File: src/hdl/mdf_pkg.sv
// shared types and constants for the message deframer
`timescale 1ns / 1ps
`default_nettype none

package mdf_pkg;

	localparam int MODE_W     = 2;
	localparam int MAX_LEN_W  = 22;
	localparam int HDR_W      = 32;
	localparam int BYTE_W     = 8;
	localparam int APB_ADDR_W = 3;
	localparam int APB_DATA_W = 32;

	typedef logic [MODE_W-1:0]    mode_t;
	typedef logic [MAX_LEN_W-1:0] len_t;
	typedef logic [BYTE_W-1:0]    byte_t;

	localparam mode_t MODE_LEN16_BE = 2'd0;
	localparam mode_t MODE_LEN32_LE = 2'd1;
	localparam mode_t MODE_LINE     = 2'd2;
	localparam mode_t MODE_TELNET   = 2'd3;

	// register index, taken from paddr[2]
	localparam logic REG_FRAME_MODE = 1'b0;
	localparam logic REG_MAX_LENGTH = 1'b1;

	localparam len_t MAX_LENGTH_RST = 22'd4096;

	localparam byte_t CHAR_LF = 8'd10;
	localparam byte_t CHAR_CR = 8'd13;
	localparam byte_t CHAR_IAC = 8'd255;

	localparam logic [1:0] TELNET_TAIL = 2'd2;

	typedef struct packed {
		mode_t frame_mode;
		len_t  max_length;
		logic  mode_wr;
	} cfg_t;

	typedef struct packed {
		byte_t payload_byte;
		logic  last_of_message;
		logic  empty_line;
		logic  telnet_command;
		logic  framing_error;
	} res_t;

endpackage

`default_nettype wire

File: src/hdl/mdf_if.sv
// valid/ready channel interfaces for received bytes and message results
`timescale 1ns / 1ps
`default_nettype none

interface mdf_byte_if;
	logic               valid;
	logic               ready;
	mdf_pkg::byte_t     data_byte;

	modport source (output valid, output data_byte, input ready);
	modport sink (input valid, input data_byte, output ready);
endinterface

interface mdf_msg_if;
	logic           valid;
	logic           ready;
	mdf_pkg::byte_t payload_byte;
	logic           last_of_message;
	logic           empty_line;
	logic           telnet_command;
	logic           framing_error;

	modport source (output valid, output payload_byte, output last_of_message,
		output empty_line, output telnet_command, output framing_error, input ready);
	modport sink (input valid, input payload_byte, input last_of_message,
		input empty_line, input telnet_command, input framing_error, output ready);
endinterface

`default_nettype wire

File: src/hdl/mdf_cfg_regs.sv
// apb configuration registers: frame mode and length limit
`timescale 1ns / 1ps
`default_nettype none

module mdf_cfg_regs (
	input  wire                                clk,
	input  wire                                arst_n,
	input  wire                                psel,
	input  wire                                penable,
	input  wire                                pwrite,
	input  wire  [mdf_pkg::APB_ADDR_W-1:0]     paddr,
	input  wire  [mdf_pkg::APB_DATA_W-1:0]     pwdata,
	output logic [mdf_pkg::APB_DATA_W-1:0]     prdata,
	output logic                               pready,
	output mdf_pkg::cfg_t                      cfg
);
	import mdf_pkg::*;

	mode_t frame_mode_q;
	len_t  max_length_q;
	logic  wr_en;

	assign pready = 1'b1;
	assign wr_en  = psel && penable && pwrite;

	always_ff @(posedge clk or negedge arst_n) begin
		if (!arst_n) begin
			frame_mode_q <= MODE_LEN16_BE;
			max_length_q <= MAX_LENGTH_RST;
		end else if (wr_en) begin
			unique case (paddr[2])
				REG_FRAME_MODE: frame_mode_q <= pwdata[MODE_W-1:0];
				REG_MAX_LENGTH: max_length_q <= pwdata[MAX_LEN_W-1:0];
				default: ;
			endcase
		end
	end

	always_comb begin
		unique case (paddr[2])
			REG_FRAME_MODE: prdata = {{(APB_DATA_W-MODE_W){1'b0}}, frame_mode_q};
			REG_MAX_LENGTH: prdata = {{(APB_DATA_W-MAX_LEN_W){1'b0}}, max_length_q};
			default:        prdata = '0;
		endcase
	end

	assign cfg.frame_mode = frame_mode_q;
	assign cfg.max_length = max_length_q;
	assign cfg.mode_wr    = wr_en && (paddr[2] == REG_FRAME_MODE);

endmodule

`default_nettype wire

File: src/hdl/mdf_frame_fsm.sv
// framing state machine: header, payload, line and telnet handling
`timescale 1ns / 1ps
`default_nettype none

module mdf_frame_fsm #(
	parameter int LENGTH_BITS = 32
) (
	input  wire                  clk,
	input  wire                  arst_n,
	input  mdf_pkg::cfg_t        cfg,
	input  wire                  step,
	input  mdf_pkg::byte_t       data_byte,
	output logic                 res_valid,
	output mdf_pkg::res_t        res
);
	import mdf_pkg::*;

	typedef enum logic [1:0] {PH_START, PH_PAYLOAD, PH_TELNET, PH_ERROR} phase_t;

	phase_t                 phase_q, phase_nxt;
	logic [1:0]             hc_q, hc_nxt;
	logic [HDR_W-1:0]       hdr_q, hdr_nxt;
	logic [LENGTH_BITS-1:0] rem_q, rem_nxt;
	len_t                   len_q, len_nxt;
	byte_t                  held_q, held_nxt;
	logic [1:0]             tel_q, tel_nxt;
	logic                   len_mode;
	logic                   hdr_done;
	logic                   hdr_bad;
	logic                   is_term;

	assign len_mode = (cfg.frame_mode == MODE_LEN16_BE) || (cfg.frame_mode == MODE_LEN32_LE);
	assign is_term  = (data_byte == CHAR_LF) || (data_byte == CHAR_CR);

	always_comb begin
		hdr_nxt = hdr_q;
		if (cfg.frame_mode == MODE_LEN16_BE)
			hdr_nxt = {{(HDR_W-16){1'b0}}, hdr_q[7:0], data_byte};
		else
			hdr_nxt[8*hc_q +: 8] = data_byte;
	end

	assign hdr_done = (cfg.frame_mode == MODE_LEN16_BE) ? (hc_q == 2'd1) : (hc_q == 2'd3);
	assign hdr_bad  = (hdr_nxt == '0)
		|| (hdr_nxt > {{(HDR_W-MAX_LEN_W){1'b0}}, cfg.max_length})
		|| (({1'b0, hdr_nxt} >> LENGTH_BITS) != '0);

	always_comb begin
		phase_nxt = phase_q;
		hc_nxt    = hc_q;
		rem_nxt   = rem_q;
		len_nxt   = len_q;
		held_nxt  = held_q;
		tel_nxt   = tel_q;
		res_valid = 1'b0;
		res       = '0;
		if (cfg.mode_wr) begin
			if (phase_q != PH_ERROR) begin
				phase_nxt = PH_START;
				hc_nxt    = '0;
				rem_nxt   = '0;
				len_nxt   = '0;
				held_nxt  = '0;
				tel_nxt   = '0;
			end
		end else if (step) begin
			unique case (phase_q)
				PH_ERROR: ;
				PH_PAYLOAD: begin
					res_valid        = 1'b1;
					res.payload_byte = data_byte;
					rem_nxt          = rem_q - LENGTH_BITS'(1);
					if (rem_q == LENGTH_BITS'(1)) begin
						res.last_of_message = 1'b1;
						phase_nxt           = PH_START;
					end
				end
				PH_TELNET: begin
					res_valid          = 1'b1;
					res.payload_byte   = data_byte;
					res.telnet_command = 1'b1;
					tel_nxt            = tel_q - 2'd1;
					if (tel_q == 2'd1) begin
						res.last_of_message = 1'b1;
						phase_nxt           = PH_START;
					end
				end
				PH_START: begin
					if (len_mode) begin
						hc_nxt = hc_q + 2'd1;
						if (hdr_done) begin
							hc_nxt = '0;
							if (hdr_bad) begin
								phase_nxt         = PH_ERROR;
								res_valid         = 1'b1;
								res.framing_error = 1'b1;
								rem_nxt           = '0;
							end else begin
								phase_nxt = PH_PAYLOAD;
								rem_nxt   = hdr_nxt[LENGTH_BITS-1:0];
							end
						end
					end else if (is_term) begin
						res_valid           = 1'b1;
						res.last_of_message = 1'b1;
						if (len_q == '0)
							res.empty_line = 1'b1;
						else
							res.payload_byte = held_q;
						len_nxt  = '0;
						held_nxt = '0;
					end else if ((cfg.frame_mode == MODE_TELNET) && (len_q == '0)
						&& (data_byte == CHAR_IAC)) begin
						res_valid          = 1'b1;
						res.payload_byte   = data_byte;
						res.telnet_command = 1'b1;
						phase_nxt          = PH_TELNET;
						tel_nxt            = TELNET_TAIL;
					end else if (len_q >= cfg.max_length) begin
						phase_nxt         = PH_ERROR;
						res_valid         = 1'b1;
						res.framing_error = 1'b1;
						len_nxt           = '0;
						held_nxt          = '0;
					end else begin
						if (len_q != '0) begin
							res_valid        = 1'b1;
							res.payload_byte = held_q;
						end
						held_nxt = data_byte;
						len_nxt  = len_q + MAX_LEN_W'(1);
					end
				end
				default: ;
			endcase
		end
	end

	// header word is cleared when a header completes or frame_mode is written
	always_ff @(posedge clk or negedge arst_n) begin
		if (!arst_n) begin
			phase_q <= PH_START;
			hc_q    <= '0;
			hdr_q   <= '0;
			rem_q   <= '0;
			len_q   <= '0;
			held_q  <= '0;
			tel_q   <= '0;
		end else begin
			phase_q <= phase_nxt;
			hc_q    <= hc_nxt;
			rem_q   <= rem_nxt;
			len_q   <= len_nxt;
			held_q  <= held_nxt;
			tel_q   <= tel_nxt;
			if (cfg.mode_wr || (step && len_mode && (phase_q == PH_START) && hdr_done))
				hdr_q <= '0;
			else if (step && len_mode && (phase_q == PH_START))
				hdr_q <= hdr_nxt;
		end
	end

endmodule

`default_nettype wire

File: src/hdl/mdf_out_reg.sv
// result register driving the message channel
`timescale 1ns / 1ps
`default_nettype none

module mdf_out_reg (
	input  wire                clk,
	input  wire                arst_n,
	input  wire                load,
	input  mdf_pkg::res_t      res,
	output logic               free,
	mdf_msg_if.source          msg
);
	import mdf_pkg::*;

	logic valid_q;
	res_t res_q;

	assign free = !valid_q || msg.ready;

	always_ff @(posedge clk or negedge arst_n) begin
		if (!arst_n) begin
			valid_q <= 1'b0;
		end else if (free) begin
			valid_q <= load;
		end
	end

	always_ff @(posedge clk) begin
		if (free && load) begin
			res_q <= res;
		end
	end

	assign msg.valid           = valid_q;
	assign msg.payload_byte    = res_q.payload_byte;
	assign msg.last_of_message = res_q.last_of_message;
	assign msg.empty_line      = res_q.empty_line;
	assign msg.telnet_command  = res_q.telnet_command;
	assign msg.framing_error   = res_q.framing_error;

endmodule

`default_nettype wire

File: src/hdl/message_deframer.sv
// top level of the message deframer
// splits a received byte stream into messages, one byte per transfer on rx.
// rx carries one byte; msg carries at most one result per byte: a payload byte
// with last_of_message, an empty line, a telnet command byte or a framing error.
// frame_mode selects a 2-byte big-endian or 4-byte little-endian length header,
// line mode, or line mode with telnet commands; max_length bounds messages and
// lines. both registers sit on the apb port at byte addresses 0 and 4.
// an accepted byte lands in the input register; the framing state machine
// handles it from there once the result register is free or being read and
// loads its result into the result register, which drives msg. one byte per
// cycle is taken while the result register is free or being read; line bytes
// come out one byte late so the terminator can carry the last mark.
// reset returns to header/line start with mode 0 and a limit of 4096 and clears
// a framing error, which otherwise blocks all further results.
// when msg stalls the result register holds and rx ready drops as soon as the
// input register holds a byte that cannot move on; if the input register is
// empty at that point one more byte is taken first.
`timescale 1ns / 1ps
`default_nettype none

module message_deframer #(
	parameter int LENGTH_BITS = 32
) (
	input  wire                               clk,
	input  wire                               arst_n,
	mdf_byte_if.sink                          rx,
	mdf_msg_if.source                         msg,
	input  wire                               psel,
	input  wire                               penable,
	input  wire                               pwrite,
	input  wire  [mdf_pkg::APB_ADDR_W-1:0]    paddr,
	input  wire  [mdf_pkg::APB_DATA_W-1:0]    pwdata,
	output logic [mdf_pkg::APB_DATA_W-1:0]    prdata,
	output logic                              pready
);
	import mdf_pkg::*;

	cfg_t  cfg;
	logic  valid_s1;
	byte_t byte_s1;
	logic  out_free;
	logic  step;
	logic  res_valid;
	res_t  res;

	assign step     = valid_s1 && out_free;
	assign rx.ready = !valid_s1 || out_free;

	always_ff @(posedge clk or negedge arst_n) begin
		if (!arst_n) begin
			valid_s1 <= 1'b0;
		end else if (rx.ready) begin
			valid_s1 <= rx.valid;
		end
	end

	always_ff @(posedge clk) begin
		if (rx.ready && rx.valid) begin
			byte_s1 <= rx.data_byte;
		end
	end

	mdf_cfg_regs u_cfg (
		.clk     (clk),
		.arst_n  (arst_n),
		.psel    (psel),
		.penable (penable),
		.pwrite  (pwrite),
		.paddr   (paddr),
		.pwdata  (pwdata),
		.prdata  (prdata),
		.pready  (pready),
		.cfg     (cfg)
	);

	mdf_frame_fsm #(
		.LENGTH_BITS (LENGTH_BITS)
	) u_fsm (
		.clk       (clk),
		.arst_n    (arst_n),
		.cfg       (cfg),
		.step      (step),
		.data_byte (byte_s1),
		.res_valid (res_valid),
		.res       (res)
	);

	mdf_out_reg u_out (
		.clk    (clk),
		.arst_n (arst_n),
		.load   (step && res_valid),
		.res    (res),
		.free   (out_free),
		.msg    (msg)
	);

endmodule

`default_nettype wire

File: src/flat_wrapper.sv
// flat-port wrapper written by rule: the top's interface ports become plain ports
module message_deframer_flat import mdf_pkg::*;
#(
	parameter int LENGTH_BITS = 32
)
  (clk, arst_n, psel, penable, pwrite, paddr, pwdata, prdata, pready, rx_valid, rx_data_byte, rx_ready, msg_valid, msg_payload_byte, msg_last_of_message, msg_empty_line, msg_telnet_command, msg_framing_error, msg_ready);
  mdf_byte_if rx_i ();
  mdf_msg_if msg_i ();
  input  wire clk;
  input  wire arst_n;
  input  wire psel;
  input  wire penable;
  input  wire pwrite;
  input  wire  [mdf_pkg::APB_ADDR_W-1:0] paddr;
  input  wire  [mdf_pkg::APB_DATA_W-1:0] pwdata;
  output logic [mdf_pkg::APB_DATA_W-1:0] prdata;
  output logic pready;
  input wire logic [$bits(rx_i.valid)-1:0] rx_valid;
  input wire logic [$bits(rx_i.data_byte)-1:0] rx_data_byte;
  output wire logic [$bits(rx_i.ready)-1:0] rx_ready;
  output wire logic [$bits(msg_i.valid)-1:0] msg_valid;
  output wire logic [$bits(msg_i.payload_byte)-1:0] msg_payload_byte;
  output wire logic [$bits(msg_i.last_of_message)-1:0] msg_last_of_message;
  output wire logic [$bits(msg_i.empty_line)-1:0] msg_empty_line;
  output wire logic [$bits(msg_i.telnet_command)-1:0] msg_telnet_command;
  output wire logic [$bits(msg_i.framing_error)-1:0] msg_framing_error;
  input wire logic [$bits(msg_i.ready)-1:0] msg_ready;
  assign rx_i.valid = rx_valid;
  assign rx_i.data_byte = rx_data_byte;
  assign rx_ready = rx_i.ready;
  assign msg_valid = msg_i.valid;
  assign msg_payload_byte = msg_i.payload_byte;
  assign msg_last_of_message = msg_i.last_of_message;
  assign msg_empty_line = msg_i.empty_line;
  assign msg_telnet_command = msg_i.telnet_command;
  assign msg_framing_error = msg_i.framing_error;
  assign msg_i.ready = msg_ready;
  message_deframer #(.LENGTH_BITS(LENGTH_BITS)) u_core (.clk(clk), .arst_n(arst_n), .rx(rx_i), .msg(msg_i), .psel(psel), .penable(penable), .pwrite(pwrite), .paddr(paddr), .pwdata(pwdata), .prdata(prdata), .pready(pready));
endmodule
File: config.mk
export PLATFORM = sky130hd
export DESIGN_NAME = message_deframer_flat
export DESIGN_NICKNAME = d
export VERILOG_FILES = /design/src/hdl/mdf_pkg.sv /design/src/hdl/mdf_if.sv /design/src/hdl/mdf_cfg_regs.sv /design/src/hdl/mdf_frame_fsm.sv /design/src/hdl/mdf_out_reg.sv /design/src/hdl/message_deframer.sv /design/src/flat_wrapper.sv
export SDC_FILE = /design/constraint.sdc
export NUM_CORES = 1
export LEC_CHECK = 0
export ABC_AREA = 1
export BUFFER_PORTS_ARGS = -buffer_cell sky130_fd_sc_hd__buf_4
export CORE_AREA = 2 2 188 190
export DETAILED_ROUTE_END_ITERATION = 10
export DIE_AREA = 0 0 190 192
export PLACE_DENSITY = 0.42
export SLEW_MARGIN = 20
export SYNTH_ARGS = -nofsm -noshare
export SYNTH_HDL_FRONTEND = slang
export SYNTH_HIERARCHICAL = 1
export SYNTH_SLANG_ARGS = --single-unit
File: constraint.sdc
create_clock -name clk -period 7.8 [get_ports clk]
set_input_delay 0.78 -clock clk [delete_from_list [all_inputs] [get_ports clk]]
set_output_delay 0.78 -clock clk [all_outputs]
set_load 0.005 [all_outputs]
==> impl_metrics.sql <==
INSERT INTO impl_metrics (metric_group, metric, value, unit) VALUES
('synthesis', 'postSynth.topFlopCell', 'sky130_fd_sc_hd__dfrtp_1', ''),
('grt', 'grt_start_max_net_pins', '71', ''),
('clock_network', 'cts_sinks', '146', ''),
('timing', 'post-route-period-util', '60.9', '%'),
('place', 'detailedPlace.worstSlack', '2700', 'ps'),
('routing', 'drt_pre_antenna_iters', '5', ''),
('synthesis', 'synth-edff-count', '20', ''),
('pwr', 'power.leakage', '5.98', 'nW'),
('synthesis', 'synth_seq_area_share', '36.9', '%'),
('routing', 'drt_drc_violations_left', '0', ''),
('grt', 'grt_antenna_before_repair', '0', ''),
('setup_path', 'ff2ff_path_depth', '23', ''),
('floorplan', 'pin_count', '97', ''),
('synthesis', 'synth_warnings', '6', ''),
('setup_path', 'critPathLaunch', 'u_core/u_fsm/hc_q[0]$_DFFE_PN0P_', ''),
('routing', 'drtAntennaViolNets', '0', ''),
('setup_path', 'endpoint_of_the_lowest_slack_register_to_register_path', 'u_core/u_out/msg.empty_line$_DFFE_PP_', ''),
('timing', 'clock-skew-final', '10.8', 'ps'),
('grt', 'global_route.usage.total', '18.6', '%'),
('pwr', 'totalPowerFinal', '0.00383', 'W'),
('synthesis', 'synth-async-reset-ratio', '86.3', '%'),
('setup_path', 'critPathMaxFanout', '18', ''),
('clock_network', 'cts_tree', 'done', ''),
('synthesis', 'yosysUniqueCellTypes', '54', ''),
('setup_path', 'worst_r2r_startpoint', 'u_core/u_fsm/hc_q[0]$_DFFE_PN0P_', ''),
('pwr', 'power-per-cell-area', '330', 'mW/mm2'),
('synthesis', 'synth_area_per_cell', '7.08', 'um2'),
('clock_network', 'cts.repair_timing.setup_buffer_count', '0', ''),
('synthesis', 'ys_ff_latch', '146', ''),
('routing', 'final_routed_wire_length_divided_by_cell_count', '16.8', 'um'),
('outcome', 'run_status', 'finished, final reports clean', ''),
('cells_and_area', 'synthToLayoutAreaGrowth', '14.1', '%'),
('routing', 'route.detailed.vias_per_inst', '4.84', ''),
('clock_network', 'holdBufCountCts', '0', ''),
('floorplan', 'die_width', '190', 'um'),
('setup_path', 'setup.worst_path.end', 'u_core/u_out/msg.empty_line$_DFFE_PP_', ''),
('floorplan', 'placement_rows', '68', ''),
('timing', 'final.setup.worst_slack', '3050', 'ps'),
('hold_path', 'hold_path.class', 'primary input to asynchronous set/reset pin', ''),
('clock_network', 'cts-resized-gates', '0', ''),
('timing', 'final-hold-violation-count', '0', ''),
('synthesis', 'netlist_area', '0.0102', 'mm2'),
('timing', 'max_slew_vio_count', '0', ''),
('grt', 'global_route_wire_length_before_repair', '52.1', 'mm'),
('grt', 'global_route.overflow_total', '0', ''),
('cells_and_area', 'final_layout_size_suffix_gt1_share', '9.43', '%'),
('place', 'place.port_buffers', '73', ''),
('synthesis', 'post_syn_instances', '1437', ''),
('place', 'hpwlAfterDp', '23.8', 'mm'),
('grt', 'grt_pass1_vias', '8943', ''),
('setup_path', 'timing.critical_path.required', '7870', 'ps'),
('floorplan', 'core_region_area', '0.0343', 'mm2'),
('floorplan', 'die_y', '192', 'um'),
('place', 'gp_routability_congestion', '0.842', ''),
('timing', 'final_critical_delay_including_setup_and_external_delays', '4750', 'ps'),
('clock_network', 'clk_transition_reported_paths', '60', 'ps'),
('floorplan', 'dieArea', '0.0365', 'mm2'),
('timing', 'maxClockFrequency', '211', 'MHz'),
('cells_and_area', 'final_nets', '1591', ''),
('routing', 'route.vias.total', '9434', ''),
('clock_network', 'cts.htree.levels', '4', ''),
('clock_network', 'numCtsBuffers', '17', ''),
('cells_and_area', 'num_antenna_cells', '0', ''),
('pwr', 'vdd_ir_drop_max', '0.170', 'mV'),
('clock_network', 'clockBufferDepth', '2', ''),
('routing', 'dr.first_iter.drc_count', '646', ''),
('clock_network', 'clk_root_buffer_cell', 'sky130_fd_sc_hd__clkbuf_16', ''),
('timing', 'grt_setup_unrepaired', 'no', ''),
('timing', 'timing.final.setup_violations', '0', ''),
('timing', 'totalNegativeSetupSlack', '0', 'ps'),
('setup_path', 'class_of_the_most_critical_setup_path', 'flop to flop', ''),
('floorplan', 'floorplan.initialDensity', '29.7', '%'),
('timing', 'maxSlewHeadroom', '32.4', '%'),
('routing', 'postRouteWirelength', '32.8', 'mm'),
('timing', 'max_slew.worst_pin.slew', '1010', 'ps'),
('setup_path', 'regToRegSetupSlack', '3050', 'ps'),
('setup_path', 'critical_path.endpoint_type', 'flop', ''),
('clock_network', 'clock_insertion_delay_worst_skew', '440', 'ps'),
('setup_path', 'worst_setup_path_start_kind', 'flop', ''),
('setup_path', 'worstPathArrival', '4820', 'ps'),
('flow_run', 'maxCapViolations', '0', '');
[sequential cells by signal, indices dropped and copies added (netlist names)]
name	flops
u_core/u_fsm/hdr_q	32
u_core/u_fsm/rem_q	32
u_core/u_cfg/max_length_q	22
u_core/u_fsm/len_q	22
u_core/byte_s1	8
u_core/u_fsm/held_q	8
u_core/u_out/msg.payload_byte	8
u_core/u_cfg/frame_mode_q	2
u_core/u_fsm/hc_q	2
u_core/u_fsm/phase_q	2
u_core/u_fsm/tel_q	2
u_core/u_out/msg.empty_line	1
u_core/u_out/msg.framing_error	1
u_core/u_out/msg.last_of_message	1
u_core/u_out/msg.telnet_command	1
u_core/u_out/msg.valid	1
u_core/valid_s1	1
[worst max-delay path: stages, from the launching register on]
cell,delay [ps]
sky130_fd_sc_hd__dfrtp_1,750
sky130_fd_sc_hd__inv_1,180
sky130_fd_sc_hd__ha_1,400
sky130_fd_sc_hd__nand2_1,110
sky130_fd_sc_hd__inv_1,40
sky130_fd_sc_hd__nand2_1,60
sky130_fd_sc_hd__nand2_2,120
sky130_fd_sc_hd__a21oi_1,570
sky130_fd_sc_hd__inv_1,120
sky130_fd_sc_hd__ha_1,320
sky130_fd_sc_hd__nand4_1,130
sky130_fd_sc_hd__inv_1,70
sky130_fd_sc_hd__nand2_1,50
sky130_fd_sc_hd__nand3_1,70
sky130_fd_sc_hd__nand2_1,50
sky130_fd_sc_hd__nand2_1,60
sky130_fd_sc_hd__nand2_1,100
sky130_fd_sc_hd__nand4_1,180
sky130_fd_sc_hd__nand3_1,150
sky130_fd_sc_hd__a21oi_1,150
sky130_fd_sc_hd__inv_1,60
sky130_fd_sc_hd__nor2_2,90
sky130_fd_sc_hd__inv_1,60
sky130_fd_sc_hd__a21oi_2,490
[Yosys cell counts, types with 12 or more instances]
cell type,n,share of area (%)
sky130_fd_sc_hd__a21oi_1,61,3.0
sky130_fd_sc_hd__buf_2,14,0.69
sky130_fd_sc_hd__buf_4,16,1.2
sky130_fd_sc_hd__clkbuf_1,22,0.81
sky130_fd_sc_hd__dfrtp_1,125,31
sky130_fd_sc_hd__edfxtp_1,20,5.9
sky130_fd_sc_hd__ha_1,59,7.3
sky130_fd_sc_hd__inv_1,189,7.0
sky130_fd_sc_hd__nand2_1,384,14
sky130_fd_sc_hd__nand3_1,107,5.3
sky130_fd_sc_hd__nand4_1,37,2.3
sky130_fd_sc_hd__nor2_1,143,5.3
sky130_fd_sc_hd__nor3_1,33,1.6
sky130_fd_sc_hd__o21ai_0,83,4.1
sky130_fd_sc_hd__o22ai_1,24,1.5
sky130_fd_sc_hd__xnor2_1,12,1.0
sky130_fd_sc_hd__xor2_1,18,1.5
[stage by stage]
step,cell area [um2],utilization [%],hold slack [ps],std cells
floorplan,10200,-,450,1446
global placement,11000,32.1,465,1917
detailed placement,11000,32.1,467,1917
CTS,11600,33.8,378,1949
global route,11600,33.9,383,1950
finish,11600,33.9,328,1950
[routing by layer]
layer | global-route usage [%] | routed length, um
met1 | 25.6 | 15600
met2 | 30.2 | 15400
met3 | 3.09 | 1260
met4 | 5.22 | 530
met5 | 0 | 0
[cell type report]
type,count,area [um2]
fillers,3744,22700
multi-input cells,1041,5370
flip-flops and latches,146,3750
inverters,199,749
repair buffers,77,586
well taps,455,569
clock buffers,18,439
clock inverters,14,139
[cell families (layout without fill, tap and decap cells)]
| family | after synthesis | after routing | share of synthesized area, % |
|---|---|---|---|
| and+or+nand+nor | 734 | 734 | 31.0 |
| buffers and inverters | 259 | 308 | 10.7 |
| AOI/OAI and AO/OA | 207 | 207 | 11.5 |
| DFF | 146 | 146 | 36.9 |
| adders and majority gates | 59 | 59 | 7.25 |
| xor gates and xnor gates | 30 | 30 | 2.58 |
| other | 2 | 11 | 0.0738 |
[worst min path at each step]
stage	startpoint	cells past startpoint	end
3_5_place_dp	u_core/u_fsm/held_q[0]$_DFFE_PN0P_	2	u_core/u_fsm/held_q[0]$_DFFE_PN0P_
3_3_place_gp	u_core/u_cfg/max_length_q[12]$_DFFE_PN1P_	2	u_core/u_cfg/max_length_q[12]$_DFFE_PN1P_
5_1_grt	arst_n	1	u_core/u_fsm/len_q[6]$_DFFE_PN0P_
6_report	arst_n	1	u_core/u_fsm/len_q[4]$_DFFE_PN0P_
4_1_cts	arst_n	1	u_core/u_fsm/len_q[4]$_DFFE_PN0P_
2_1_floorplan	u_core/u_fsm/held_q[0]$_DFFE_PN0P_	2	u_core/u_fsm/held_q[0]$_DFFE_PN0P_
[power breakdown]
part	leakage, nW	switching (W)	internal, W
Sequential	1.85	0.000215	0.000976
Combinational	3.85	0.00122	0.000588
Clock	0.282	0.000352	0.000477
[placed cells by master (no fill, tap or decap), types with 5 or more instances in the layout]
cell / count
sky130_fd_sc_hd__nand4_1: 37
sky130_fd_sc_hd__buf_4: 75
sky130_fd_sc_hd__xor2_1: 18
sky130_fd_sc_hd__xnor2_1: 12
sky130_fd_sc_hd__inv_1: 189
sky130_fd_sc_hd__nor4_1: 7
sky130_fd_sc_hd__clkinv_2: 6
sky130_fd_sc_hd__a21oi_2: 5
sky130_fd_sc_hd__nor3_1: 33
sky130_fd_sc_hd__o21ai_0: 83
sky130_fd_sc_hd__o211ai_1: 9
sky130_fd_sc_hd__o22ai_1: 24
sky130_fd_sc_hd__nand2_1: 383
sky130_fd_sc_hd__edfxtp_1: 20
sky130_fd_sc_hd__conb_1: 11
sky130_fd_sc_hd__nand3_1: 107
sky130_fd_sc_hd__ha_1: 59
sky130_fd_sc_hd__clkbuf_16: 17
sky130_fd_sc_hd__o21ai_1: 8
sky130_fd_sc_hd__inv_2: 6
sky130_fd_sc_hd__nor2_1: 143
sky130_fd_sc_hd__a21oi_1: 60
sky130_fd_sc_hd__dfrtp_1: 125
Power figures use the tool's default switching activity.
